`config.mk`:
```
export PLATFORM = sky130hd
export DESIGN_NAME = gtkst_front
export DESIGN_NICKNAME = d
export VERILOG_FILES = /design/src/rtl/generation_tagged_key_slot_table_core_defines.svh /design/src/rtl/gtkst_pkg.sv /design/src/rtl/gtkst_front.sv
export SDC_FILE = /design/constraint.sdc
export NUM_CORES = 1
export LEC_CHECK = 0
export BUFFER_PORTS_ARGS = -buffer_cell sky130_fd_sc_hd__buf_2
export CORE_MARGIN = 2
export CORE_UTILIZATION = 49
export CTS_BUF_LIST = sky130_fd_sc_hd__clkbuf_4
export DETAILED_ROUTE_END_ITERATION = 6
export PLACE_DENSITY = 0.79
export SETUP_SLACK_MARGIN = 0.3
export SLEW_MARGIN = 25
export SYNTH_ARGS = -nofsm -noshare
export SYNTH_HDL_FRONTEND = slang
export SYNTH_SLANG_ARGS = --single-unit
```
`constraint.sdc`:
```
create_clock -name clk_i -period 14 [get_ports clk_i]
set_input_delay 1.4 -clock clk_i [delete_from_list [all_inputs] [get_ports clk_i]]
set_output_delay 1.4 -clock clk_i [all_outputs]
set_load 0.05 [all_outputs]
```
`src/rtl/generation_tagged_key_slot_table_core_defines.svh`:
```
// ----------------------------------------------------------------------------
// generation tagged key slot table - assertion macros
// shared concurrent assertion helpers, clocked on clk_i, off during reset
// ----------------------------------------------------------------------------
`ifndef GENERATION_TAGGED_KEY_SLOT_TABLE_CORE_DEFINES_SVH
`define GENERATION_TAGGED_KEY_SLOT_TABLE_CORE_DEFINES_SVH

// property holds at every edge outside reset
`define GTKST_ASSERT(lbl, prop, msg) \
  lbl: assert property (@(posedge clk_i) disable iff (!rst_ni) prop) else $error(msg);

// consequent holds in the cycle after the antecedent
`define GTKST_ASSERT_NEXT(lbl, ante, cons, msg) \
  lbl: assert property (@(posedge clk_i) disable iff (!rst_ni) (ante) |=> (cons)) \
    else $error(msg);

`endif

```
`src/rtl/gtkst_pkg.sv`:
```
// ----------------------------------------------------------------------------
// gtkst_pkg
// sizes, codes, word types and helpers of the key slot table
// ----------------------------------------------------------------------------
`default_nettype none

package gtkst_pkg;

  localparam int unsigned SLOTS    = 512;
  localparam int unsigned SEQ_BITS = 16;
  localparam int unsigned IDX_W    = $clog2(SLOTS);
  localparam int unsigned GROUP_W  = 32;
  localparam int unsigned GROUPS   = SLOTS / GROUP_W;
  localparam int unsigned BIT_W    = $clog2(GROUP_W);
  localparam int unsigned GRP_W    = IDX_W - BIT_W;
  localparam int unsigned HANDLE_W = 32;
  localparam int unsigned DATA_W   = 64;

  localparam logic [HANDLE_W-1:0] FLAG_SET    = 32'h8000_0000;
  localparam logic [HANDLE_W-1:0] FLAG_CUSTOM = 32'h4000_0000;

  typedef enum logic [1:0] {
    OP_CREATE = 2'd0,
    OP_DELETE = 2'd1,
    OP_GET    = 2'd2,
    OP_SET    = 2'd3
  } op_e;

  typedef enum logic [1:0] {
    ST_OK         = 2'd0,
    ST_INVALID    = 2'd1,
    ST_FULL       = 2'd2,
    ST_NOT_CUSTOM = 2'd3
  } status_e;

  typedef enum logic [2:0] {
    K_CREATE = 3'd0,
    K_DELETE = 3'd1,
    K_GET    = 3'd2,
    K_SET    = 3'd3,
    K_REJECT = 3'd4
  } kind_e;

  typedef struct packed {
    op_e                 op;
    logic [HANDLE_W-1:0] key_handle;
    logic [DATA_W-1:0]   destructor_ref;
    logic [DATA_W-1:0]   value;
  } in_word_t;

  typedef struct packed {
    status_e             status;
    logic [HANDLE_W-1:0] new_handle;
    logic [DATA_W-1:0]   read_value;
  } out_word_t;

  typedef struct packed {
    kind_e             kind;
    status_e           rej_status;
    logic [IDX_W-1:0]  index;
    logic [DATA_W-1:0] destructor_ref;
    logic [DATA_W-1:0] value;
  } cmd_t;

  typedef struct packed {
    logic clearing;
  } back_stat_t;

  // position of the lowest set bit, zero when none
  function automatic logic [BIT_W-1:0] lowest_one(input logic [GROUP_W-1:0] x);
    logic [GROUP_W-1:0] iso;
    logic [BIT_W-1:0]   enc;
    iso = x & (~x + GROUP_W'(1));
    enc = '0;
    for (int j = 0; j < GROUP_W; j++) begin
      if (iso[j]) begin
        enc = enc | BIT_W'(j);
      end
    end
    return enc;
  endfunction

endpackage

`default_nettype wire

```
`src/rtl/gtkst_front.sv`:
```
// ----------------------------------------------------------------------------
// gtkst_front
// accepts request words, classifies them and queues them for the back end
// ----------------------------------------------------------------------------
`default_nettype none

module gtkst_front (
  input  logic                   clk_i,
  input  logic                   rst_ni,
  input  logic                   in_valid_i,
  output logic                   in_ready_o,
  input  gtkst_pkg::in_word_t    in_word_i,
  input  gtkst_pkg::back_stat_t  back_stat_i,
  output logic                   cmd_valid_o,
  input  logic                   cmd_ready_i,
  output gtkst_pkg::cmd_t        cmd_o
);
  import gtkst_pkg::*;

  localparam logic [1:0] QDEPTH = 2'd2;

  cmd_t       cmd_in;
  cmd_t       fifo_q [2];
  logic       wr_ptr_q, wr_ptr_d;
  logic       rd_ptr_q, rd_ptr_d;
  logic [1:0] count_q, count_d;
  logic       push, pop;

  always_comb begin
    cmd_in.rej_status     = ST_OK;
    cmd_in.index          = in_word_i.key_handle[IDX_W-1:0];
    cmd_in.destructor_ref = in_word_i.destructor_ref;
    cmd_in.value          = in_word_i.value;
    priority if (in_word_i.op == OP_CREATE) begin
      cmd_in.kind = K_CREATE;
    end else if ((in_word_i.key_handle & FLAG_CUSTOM) == '0) begin
      cmd_in.kind       = K_REJECT;
      cmd_in.rej_status = ST_NOT_CUSTOM;
    end else if ((in_word_i.key_handle & FLAG_SET) == '0 ||
                 in_word_i.key_handle[29:0] >= 30'(SLOTS)) begin
      cmd_in.kind       = K_REJECT;
      cmd_in.rej_status = ST_INVALID;
    end else begin
      unique case (in_word_i.op)
        OP_DELETE: cmd_in.kind = K_DELETE;
        OP_GET:    cmd_in.kind = K_GET;
        default:   cmd_in.kind = K_SET;
      endcase
    end
  end

  assign in_ready_o  = (count_q != QDEPTH) && !back_stat_i.clearing;
  assign push        = in_valid_i && in_ready_o;
  assign cmd_valid_o = (count_q != 2'd0);
  assign pop         = cmd_valid_o && cmd_ready_i;
  assign cmd_o       = fifo_q[rd_ptr_q];

  always_comb begin
    wr_ptr_d = push ? ~wr_ptr_q : wr_ptr_q;
    rd_ptr_d = pop ? ~rd_ptr_q : rd_ptr_q;
    count_d  = count_q + {1'b0, push} - {1'b0, pop};
  end

  always_ff @(posedge clk_i) begin
    if (push) begin
      fifo_q[wr_ptr_q] <= cmd_in;
    end
  end

  always_ff @(posedge clk_i or negedge rst_ni) begin
    if (!rst_ni) begin
      wr_ptr_q <= 1'b0;
      rd_ptr_q <= 1'b0;
      count_q  <= 2'd0;
    end else begin
      wr_ptr_q <= wr_ptr_d;
      rd_ptr_q <= rd_ptr_d;
      count_q  <= count_d;
    end
  end

endmodule

`default_nettype wire

```
==> reports/qor.yml <==
run_status:
  status: "finished clean"
clock_tree:
  cts_buffers: 74
  clock-root-buffer: "clkbuf_4"
  cts_max_level: 3
  insertion_delay_ns: 0.63
  clk_pin_slew_ns: 0.05
  postCtsSetupBuffers: 0
  clk_path_buf_depth: 3
  cts-resized-gates: 0
  hold_buffers: 0
  cts_tree: "yes"
  clock_sinks: 286
timing:
  finalSetupViolCount: 0
  max_freq_mhz: 207
  slew_viol_final: 0
  fin_crit_sh_pct: 34.6
  rsz0062_at_grt: "false"
  tns_ns: 0
  hold_violations: 0
  finClkSkew_ns: 0.0563
  worst_pin_slew_ns: 0.947
  timing.slew.headroom_pct: 36.9
  fin_crit_ns: 4.84
  fin_hold_ws_ns: 0.554
die:
  io_pins: 311
  dieArea_um2: 23200
  row_count: 54
  die_width_um: 152
  start_util_pct: 49.6
  coreArea_um2: 21800
  chipHeight_um: 152
worst_setup_path:
  crit_fanout: 66
  endpoint_kind: "output port"
  crit_required_ns: 12.60
  worstSetupStartpoint: "rd_ptr_q"
  r2r-end: "fifo_q[0][15]"
  rr_startpoint: "count_q[0]"
  crit_end: "cmd_o[68]"
  startpoint_type: "register"
  rrSetupSlack_ns: 11.24
  arrival_ns: 3.44
  rr_worst_depth: 4
  critPathKind: "reg -> out"
synthesis:
  synth_cell_types: 23
  syn-cell-area_um2: 10800
  synth_cells: 473
  synth.yosys.seq_area_share_pct: 79.4
  ys_seq_elements: 286
  yosys_warnings: 0
  avgSynthCellArea_um2: 22.8
  synthesis.nets: 642
pwr:
  p_leak_nw: 5.40
  p_total_mw: 2.94
  pwr-share-seq_pct: 38.2
  power.share.clock_pct: 23.0
  ir_drop_uv: 195
  power.share.switching_pct: 39.0
  p_comb_share_pct: 38.9
  power-per-cell-area_nw_per_um2: 217
  p_switching_mw: 1.14
  internal-power_mw: 1.79
final_layout:
  layout_common_cells: "buf_2 (310), edfxtp_1 (282), clkbuf_4 (108)"
  multi_input_area_um2: 2070
  synthToLayoutAreaGrowth_pct: 25.4
  final_nets: 1017
  nFillCells: 1602
  final_layout_size_suffix_gt1_share_pct: 64.2
  regArea_um2: 8570
  fin_area_um2: 13500
  final_common_cell: "buf_2"
  final_util_pct: 62.2
detailed_routing:
  drt-pass1-iter-count: 4
  drt_iter0_markers: 309
  antenna_left: 0
  viasPerCell: 4.86
  routed_wl_mm: 20.9
  drc: 0
  via_count: 5719
  wire_per_inst_um: 17.7
grt:
  overflow: 0
  antenna_found_initial: 1
  gr-usage-all-layers_pct: 17.6
  grt_pass1_vias: 5954
  grt_start_max_net_pins: 73
  grt_pass1_wl_mm: 31.5
worst_hold_path:
  min_path_cells: 1
  hp-class: "reg -> reg"
place:
  place_area_um2: 12600
  dp_hpwl_mm: 14.1
  gp_congestion: 0.785
  portBuffers: 310
flow_run:
  maxCapViolCount: 0
how the worst min path moves through the flow:
stage	start	to	slack, ns
global placement	count_q[0]	count_q[0]	0.51
CTS	rst_ni	count_q[1]	0.48
global route	rst_ni	count_q[1]	0.50
detailed placement	wr_ptr_q	wr_ptr_q	0.54
floorplan	wr_ptr_q	wr_ptr_q	0.46
finish	wr_ptr_q	wr_ptr_q	0.55
synth_stat cells, drive strengths merged:
cell | count | area, µm²
dfrtp | 4 | 100
a21oi | 2 | 10.0
edfxtp | 282 | 8470
and2 | 1 | 6.26
mux2 | 141 | 1890
and3 | 1 | 6.26
or2 | 1 | 6.26
nand2 | 1 | 3.75
buf | 17 | 150
nor4bb | 1 | 10.0
nand4 | 1 | 6.26
xnor2 | 3 | 26.3
a211o | 1 | 8.76
inv | 5 | 18.8
a2bb2oi | 1 | 8.76
ha | 2 | 25.0
nor3 | 3 | 15.0
xor2 | 1 | 8.76
nor4 | 4 | 25.0
nor2 | 1 | 3.75
power by group through the flow:
stage,logic (mW),clock network (mW),registers [mW]
6_report,1.14,0.674,1.12
3_3_place_gp,1.14,0,1.14
5_1_grt,1.18,0.742,1.13
3_5_place_dp,1.15,0,1.14
4_1_cts,1.15,0.701,1.12
2_1_floorplan,0.977,0,1.12
state kept, by name, summed over array words and instances (netlist names):
signal	flops
count_q	2
rd_ptr_q	1
wr_ptr_q	1
fifo_q	282
layer usage:
metal  global-route usage [%]  wire length (µm)
met5                        0                 0
met1                     20.5              8120
met3                     5.60              1700
met2                     30.4             10700
met4                     6.83               306
metrics by stage:
step	std cells	worst slack, ns
6_report	1177	9.16
5_1_grt	1177	8.97
4_1_cts	1175	9.09
3_5_place_dp	1051	9.76
3_3_place_gp	1051	9.50
2_1_floorplan	473	5.78
final cells by class:
cell class,count,share of cell area (%)
sequential,286,63.3
multi-input combinational,165,15.3
timing repair buffer,316,11.9
clock buffer,108,5.99
tap,280,2.59
clock inverter,16,0.712
inverter,5,0.139
antenna,1,0.0185
worst max-delay path, stage by stage (launching register included):
cell and delay [ns]:
dfrtp_4 0.87, buf_6 0.69, buf_4 0.59, mux2_4 0.36, buf_2 0.21
kinds of logic (layout without fill, tap and decap cells):
| logic type | count (synthesis) | count (layout) | synth area share (%) |
|---|---|---|---|
| adder cells (fa/ha/maj) | 2 | 2 | 0.232 |
| other | 0 | 1 | 0 |
| AO/OA/AOI/OAI | 4 | 4 | 0.255 |
| multiplexers | 141 | 141 | 17.5 |
| XOR/XNOR | 4 | 4 | 0.325 |
| AND/OR/NAND/NOR | 14 | 14 | 0.765 |
| buffers and inverters | 22 | 445 | 1.56 |
| flip-flops | 286 | 286 | 79.4 |
No activity file was read; power rests on OpenSTA's default activity.
